## config.mk

```make
export PLATFORM = sky130hd
export DESIGN_NAME = ccedf_front
export DESIGN_NICKNAME = d
export VERILOG_FILES = /design/src/rtl/ccedf_pkg.sv /design/src/rtl/ccedf_front.sv
export SDC_FILE = /design/constraint.sdc
export NUM_CORES = 1
export LEC_CHECK = 0
export BUFFER_PORTS_ARGS = -buffer_cell sky130_fd_sc_hd__buf_2
export CAP_MARGIN = 40
export CORE_AREA = 5 5 126 128
export DETAILED_ROUTE_END_ITERATION = 10
export DIE_AREA = 0 0 131 133
export SYNTH_ARGS = -nofsm -noshare
export SYNTH_HDL_FRONTEND = slang
export SYNTH_SLANG_ARGS = --single-unit
```

## constraint.sdc

```tcl
create_clock -name clk -period 6.3 [get_ports clk]
set_clock_uncertainty 0.15 [all_clocks]
set_input_delay 0.945 -clock clk [delete_from_list [all_inputs] [get_ports clk]]
set_output_delay 0.945 -clock clk [all_outputs]
set_load 0.01 [all_outputs]
```

## src/rtl/ccedf_pkg.sv

```systemverilog
package ccedf_pkg;

    // default geometry
    localparam int COLUMN_LEN_DEF = 32;
    localparam int OUT_LEN_DEF    = 16;

    // register indexes
    localparam int REG_MIN_DENSITY = 0;
    localparam int REG_FINAL_PASS  = 1;

    // input commands
    localparam logic CMD_LOAD   = 1'b0;
    localparam logic CMD_SAMPLE = 1'b1;

    // queued operation kinds
    typedef enum logic [1:0] {
        OP_COEF   = 2'd0,
        OP_SAMPLE = 2'd1,
        OP_RUN    = 2'd2
    } op_kind_t;

    typedef struct packed {
        op_kind_t    kind;
        logic [31:0] re;
        logic [31:0] im;
    } op_t;

    // one row result handed to the floor unit
    typedef struct packed {
        logic [31:0] re;
        logic [31:0] im;
        logic [3:0]  index;
        logic        last;
    } row_res_t;

endpackage

```

## src/rtl/ccedf_front.sv

```systemverilog
module ccedf_front
    import ccedf_pkg::*;
#(
    parameter int COLUMN_LEN = COLUMN_LEN_DEF,
    parameter int OUT_LEN    = OUT_LEN_DEF,
    parameter int CA_W       = $clog2(OUT_LEN * COLUMN_LEN)
)
(
    input  logic            clk,
    input  logic            rst_n,
    input  logic            item_valid,
    output logic            item_ready,
    input  logic            command,
    input  logic [3:0]      row_index,
    input  logic [4:0]      position,
    input  logic [31:0]     value_real,
    input  logic [31:0]     value_imag,
    output logic            op_valid,
    input  logic            op_ready,
    output op_t             op,
    output logic [CA_W-1:0] op_addr
);

    localparam int QDEPTH = 2;

    op_t             q_op_reg   [QDEPTH];
    logic [CA_W-1:0] q_addr_reg [QDEPTH];
    logic            wr_ptr_reg, wr_ptr_next;
    logic            rd_ptr_reg, rd_ptr_next;
    logic [1:0]      count_reg, count_next;

    logic            keep;
    op_t             dec_op;
    logic [CA_W-1:0] dec_addr;
    logic            push, pop;

    // classify the incoming word
    always_comb
    begin
        keep          = 1'b0;
        dec_op.kind   = OP_COEF;
        dec_op.re     = value_real;
        dec_op.im     = value_imag;
        dec_addr      = CA_W'(32'(position));
        if (command == CMD_LOAD)
        begin
            keep     = (32'(row_index) < OUT_LEN) && (32'(position) < COLUMN_LEN);
            dec_addr = CA_W'(32'(row_index) * COLUMN_LEN + 32'(position));
        end
        else
        begin
            keep = 32'(position) < COLUMN_LEN;
            if (32'(position) == COLUMN_LEN - 1)
            begin
                dec_op.kind = OP_RUN;
            end
            else
            begin
                dec_op.kind = OP_SAMPLE;
            end
        end
    end

    assign item_ready = count_reg != 2'(QDEPTH);
    assign push       = item_valid && item_ready && keep;
    assign op_valid   = count_reg != 2'd0;
    assign pop        = op_valid && op_ready;
    assign op         = q_op_reg[rd_ptr_reg];
    assign op_addr    = q_addr_reg[rd_ptr_reg];

    always_comb
    begin
        wr_ptr_next = push ? ~wr_ptr_reg : wr_ptr_reg;
        rd_ptr_next = pop ? ~rd_ptr_reg : rd_ptr_reg;
        count_next  = count_reg + 2'(push) - 2'(pop);
    end

    // advance queue pointers
    always_ff @(posedge clk or negedge rst_n)
    begin
        if (!rst_n)
        begin
            wr_ptr_reg <= 1'b0;
            rd_ptr_reg <= 1'b0;
            count_reg  <= 2'd0;
        end
        else
        begin
            wr_ptr_reg <= wr_ptr_next;
            rd_ptr_reg <= rd_ptr_next;
            count_reg  <= count_next;
        end
    end

    // hold queued words
    always_ff @(posedge clk)
    begin
        if (push)
        begin
            q_op_reg[wr_ptr_reg]   <= dec_op;
            q_addr_reg[wr_ptr_reg] <= dec_addr;
        end
    end

endmodule

```

==> flow_summary.toml, run 1 <==
[run_status]
status = "finished clean"

[global_route]
first_global_vias = 3286
grt_busiest_layer = "met2"
grt_start_max_net_pins = 51
grt_pass1_wl_mm = 16.2
grt_antenna_before_repair = 2
grtUsageMet1 = 0.148
grt_usage = 0.123
grt.overflow.total = 0
met2_usage = 0.193
grtUsageMet3 = 0.0525

[clock_network]
clock_latency_ns = 0.41
cts.sinks = 154
cts-resized-gates = 0
hold_buffers = 0
cts-buffers-inserted = 17
cts_buffer_depth = 2
clk_pin_slew_ns = 0.06
htreeDepth = 4
root_buffer = "clkbuf_16"
cts_tree = "yes"
post_cts_buffers = 0

[die]
rows = 45
die_width_um = 131
io_pins = 155
die_h_um = 133
dieArea_um2 = 17400
start_util = 0.386
coreArea_um2 = 14800

[drt]
first_iter_violations = 113
num_vias = 2924
vias_per_cell = 4.61
drtAntennaViolNets = 0
routedWlPerCell_um = 16.3
dr.pass1.iters = 4
drc = 0
routed_wirelength_mm = 10.3

[finish]
synthToLayoutAreaGrowth_pct = 28.4
fillers = 1276
drive_above_1_share = 0.601
largest_reg_flops = 132
antennaDiodeCount = 0
final_nets = 512

[job]
cap_violations = 0

[timing]
finalSetupTns_ns = 0
maxSlewViolCount = 0
relSlewSlack = 0.644
fin_crit_ns = 3.10
fmax_mhz = 322
setup-violations-final = 0
tightestPinTransition_ns = 0.535
period_share = 0.493
rsz0062_at_grt = "no"
final_hold_viol_count = 0

[synth]
syn-cell-area_um2 = 5690
synth_nets = 343
netlist.area_leader.share = 0.792
ys_ff_latch = 154
synth.area.top_cells = "edfxtp_1 79%, mux2_2 15%, dfrtp_1 1.8%, buf_6 0.79%, nor2b_1 0.55%"
synth.avg_cell_area_um2 = 21.6
synth_top_area_cell = "edfxtp_1"
yosys_warnings = 0
synthCells = 264
ys_types = 22
ys_seq_area_frac = 0.809

[power_and_ir_drop]
irDropWorstVdd_uv = 274
finalPower_mw = 3.42
power_density_nw_per_um2 = 467
leakage_nw = 2.72

[placed_design]
gp_congestion = 0.668
numPortBuffers = 154
dp_hpwl_mm = 6.91

[worst_setup_path]
cp-start-kind = "register"
critPathArrivalTime_ns = 2.01
crit_type = "register to primary output"
path_max_fanout = 45
cp_data_required_time_ns = 5.20
endpoint_kind = "primary output"

[hold_path]
hold_path_class = "input pin to asynchronous set/reset pin"
metrics by stage:
| stage | instance area [um^2] | cells | utilization | hold WS [ns] | setup slack, ns |
|---|---|---|---|---|---|
| 2_1_floorplan | 5690 | 264 | - | 0.310 | 1.49 |
| 3_3_place_gp | 6650 | 599 | 0.451 | 0.385 | 3.02 |
| 3_5_place_dp | 6730 | 602 | 0.456 | 0.425 | 3.53 |
| 4_1_cts | 7310 | 634 | 0.495 | 0.158 | 3.14 |
| 5_1_grt | 7310 | 634 | 0.495 | 0.160 | 3.10 |
| 6_report | 7310 | 634 | 0.495 | 0.181 | 3.20 |
kinds of logic after synthesis:
kind of cell	share of synthesized area
xor+xnor	0.00462
fa+ha+maj	0.00220
compound gates	0.00528
flops	0.809
buf+inv	0.0125
mux	0.148
simple gates	0.0176
worst max-delay path: stages (launching register included):
cell     delay, ns
dfrtp_4       0.73
buf_16        0.29
mux2_2        0.39
buf_2         0.14
layer usage:
| layer | routed length (um) | vias up |
|---|---|---|
| met2 | 5070 | 97 |
| met1 | 4280 | 1428 |
| met3 | 817 | 12 |
| met5 | 30 | - |
| li1 | - | 1383 |
| met4 | 128 | 4 |
cell usage after synthesis:
cell      number
a311oi_1       1
ha_1           1
inv_1          1
o21ai_0        1
nor2b_1        5
and3_2         1
a31oi_1        1
nand2_1        2
xnor2_1        3
o21ba_2        1
nand2b_1       1
buf_2          3
buf_4          1
or2_2          1
mux2_2        75
dfrtp_1        4
nand3_1        2
nor4bb_1       1
edfxtp_1     150
buf_6          4
nor2_1         4
and3_1         1
report_power, final:
group	total [mW]	leakage, nW	internal [mW]	switching (mW)
Sequential	1.50	1.44	1.40	0.0983
Combinational	0.939	1.01	0.457	0.482
Clock	0.977	0.271	0.602	0.375
Total	3.42	2.72	2.46	0.955
worst paths after layout:
| kind | from | to | slack (ns) | depth (start not counted) |
|---|---|---|---|---|
| worst max-delay path | rd_ptr_reg$_DFFE_PN0P_ | op[1] | 3.20 | 3 |
| worst min-delay path | rst_n | wr_ptr_reg$_DFFE_PN0P_ | 0.18 | 1 |
| worst max register to register | count_reg[0]$_DFF_PN0_ | q_op_reg[0][1]$_DFFE_PP_ | 4.06 | 4 |
| worst min register to register | wr_ptr_reg$_DFFE_PN0P_ | wr_ptr_reg$_DFFE_PN0P_ | 0.43 | 1 |
| max in group asynchronous | rst_n | rd_ptr_reg$_DFFE_PN0P_ | 5.67 | 1 |
| min in group clk | wr_ptr_reg$_DFFE_PN0P_ | wr_ptr_reg$_DFFE_PN0P_ | 0.43 | 1 |
final cells by class:
type,instances,area [um^2],area share
multi-input combinational,101,1020,0.140
clock inverter,11,121,0.0166
sequential,154,4610,0.631
tap,188,235,0.0322
timing repair buffer,158,853,0.117
inverter,1,3.75,0.000514
clock buffer,21,460,0.0630
cells in the final DEF, fill, tap and decap left out:
cell / n
buf_4: 1
nor2_4: 1
a31oi_1: 1
nor2b_1: 5
edfxtp_1: 150
nand2b_1: 1
clkinv_4: 1
inv_1: 1
and3_1: 1
clkbuf_1: 2
buf_2: 154
nor4bb_1: 1
o21ba_2: 1
clkbuf_16: 17
nand2_1: 2
and3_4: 1
nor2_1: 3
clkinv_2: 3
mux2_2: 75
nand3_1: 2
or2_2: 1
clkbuf_8: 2
xnor2_1: 3
a311oi_1: 1
ha_1: 1
buf_16: 2
buf_12: 1
bufinv_16: 2
clkinvlp_4: 5
dfrtp_4: 1
dfrtp_1: 3
o21ai_0: 1
Power figures use the tool's default switching activity.
==> run 2: changes to the inputs <==
==> constraint.sdc (replaced) <==
create_clock -name clk -period 2.7 [get_ports clk]
set_clock_uncertainty 0.15 [all_clocks]
set_input_delay 0.405 -clock clk [delete_from_list [all_inputs] [get_ports clk]]
set_output_delay 0.405 -clock clk [all_outputs]
set_load 0.01 [all_outputs]
==> run 2 against run 1 <==
Net effect:
- register-to-register slack lost 3.2 ns
- non-clock buffer count rose by 3
- combinational power grew 140%
- clock power increased by 130%
- core utilization is 0.093 points lower
- global-route usage up 0.35 points
- first-iteration DRC count up 3.5%
- via count increased by 1.9%
- sequential share of layout area up 0.12 points
- routed wire length grew 3.9%
- hold slack got worse by 0.15 ns
- critical path type unchanged
- largest power group unchanged
==> flow_summary.toml, run 2 (synthesis results as in run 1) <==
[run_status]
status = "finished clean"

[die]
dieArea_um2 = 17400
io_pins = 155
coreArea_um2 = 14800
die_width_um = 131
die_h_um = 133
rows = 45
start_util = 0.386

[finish]
final_nets = 515
final_common_cell = "buf_2"
final_cell_mix = "154 x buf_2, 150 x edfxtp_1, 75 x mux2_2"
final_cells = 637
synthToLayoutAreaGrowth_pct = 28.2
post-route-util = 0.494
drive_above_1_share = 0.595
antennaDiodeCount = 0
fillers = 1264
largest_reg_flops = 132

[global_route]
grt_start_max_net_pins = 44
grt_antenna_before_repair = 1
first_global_vias = 3232
grt_pass1_wl_mm = 16.5
grt.overflow.total = 0
grt_usage = 0.126

[clock_network]
cts-buffers-inserted = 17
post_cts_buffers = 0
cts-resized-gates = 0
cts_buffer_depth = 2
cts_tree = "yes"
clock_latency_ns = 0.41
htreeDepth = 4
cts.sinks = 154
clk_pin_slew_ns = 0.06
root_buffer = "clkbuf_16"

[worst_setup_path]
crit_slowest_cell = "dfrtp_4"
crit_type = "register to primary output"
crit_path_cell_trace = "buf_4 > mux2_2 > buf_2"
critPathArrivalTime_ns = 1.78
slowest_delay_ns = 0.42
cp_data_required_time_ns = 2.14
endpoint_kind = "primary output"
crit_family = "buffers and inverters"
cp-start-kind = "register"
path_buf_inv = 2
path_max_fanout = 33

[timing]
setup-violations-final = 0
rsz0062_at_grt = "no"
tightestPinTransition_ns = 0.525
fin_crit_ns = 2.34
finalSetupTns_ns = 0
final_hold_viol_count = 0
maxSlewViolCount = 0
fmax_mhz = 428
period_share = 0.865
relSlewSlack = 0.650

[placed_design]
numPortBuffers = 154
dp_hpwl_mm = 7.26
gp_congestion = 0.731
placed_cells = 604

[drt]
drc = 0
routedWlPerCell_um = 16.9
first_iter_violations = 117
vias_per_cell = 4.68
routed_wirelength_mm = 10.7
dr.pass1.iters = 4
num_vias = 2979
drtAntennaViolNets = 0

[hold_path]
hold_path_class = "input pin to register"

[power_and_ir_drop]
irDropWorstVdd_uv = 597
leakage_nw = 2.73
power_density_nw_per_um2 = 1090

[job]
cap_violations = 0
==> run 2: routing by layer <==
metal | part of all wire | vias up | wire (um) | track usage
met5 | 0.00065 | - | 7 | 0
met4 | 0.011 | 2 | 122 | 0.0480
met3 | 0.086 | 14 | 921 | 0.0573
met2 | 0.51 | 103 | 5470 | 0.204
met1 | 0.39 | 1467 | 4220 | 0.147
li1 | - | 1393 | - | -
==> run 2: worst paths after layout <==
path,from,end,slack [ns],depth (start not counted)
setup / recovery,rd_ptr_reg$_DFFE_PN0P_,op[43],0.36,3
hold / removal,value_imag[11],q_op_reg[0][11]$_DFFE_PP_,0.03,1
setup reg to reg,count_reg[0]$_DFF_PN0_,q_op_reg[1][14]$_DFFE_PP_,0.83,3
hold reg to reg,wr_ptr_reg$_DFFE_PN0P_,wr_ptr_reg$_DFFE_PN0P_,0.42,1
max in group asynchronous,rst_n,rd_ptr_reg$_DFFE_PN0P_,2.05,2
min in group asynchronous,rst_n,count_reg[0]$_DFF_PN0_,0.20,2
==> run 2: final cells by class <==
cell class              instances  area, um^2  area share
repair buffers                161         863       0.118
multi-input cells             101        1020       0.141
flip-flops and latches        154        4610       0.632
clock buffers                  23         458      0.0628
inverters                       1        3.75    0.000515
clock inverters                 9         100      0.0137
well taps                     188         235      0.0323
==> run 2: repair_timing <==
item	CTS	global route
setup endpoints to repair	0	0
hold buffers	1	0
endpoints found under the hold margin	4	0
==> run 2: power by group <==
group	total, mW	internal [mW]	switching [mW]
clock	2.24	1.38	0.862
combinational	2.28	1.06	1.22
sequential	3.41	3.27	0.138
total	7.93	5.71	2.22
==> run 2: through the flow <==
stage | hold slack, ns | power (mW) | setup slack (ns) | instance area [um^2]
finish | 0.0290 | 7.93 | 0.364 | 7290
global route | 0.00623 | 8.36 | 0.262 | 7290
CTS | 0.00265 | 8.09 | 0.317 | 7290
detailed placement | 0.0676 | 5.81 | 0.773 | 6730
global placement | 0.0638 | 5.77 | 0.773 | 6730
floorplan | -0.0406 | 4.91 | 0.299 | 5700
==> run 2: worst register-to-register path, cell delays in order (launching register included) <==
cell and delay, ns:
dfrtp_1 0.43, nand2b_1 0.19, and3_4 0.54, buf_12 0.26
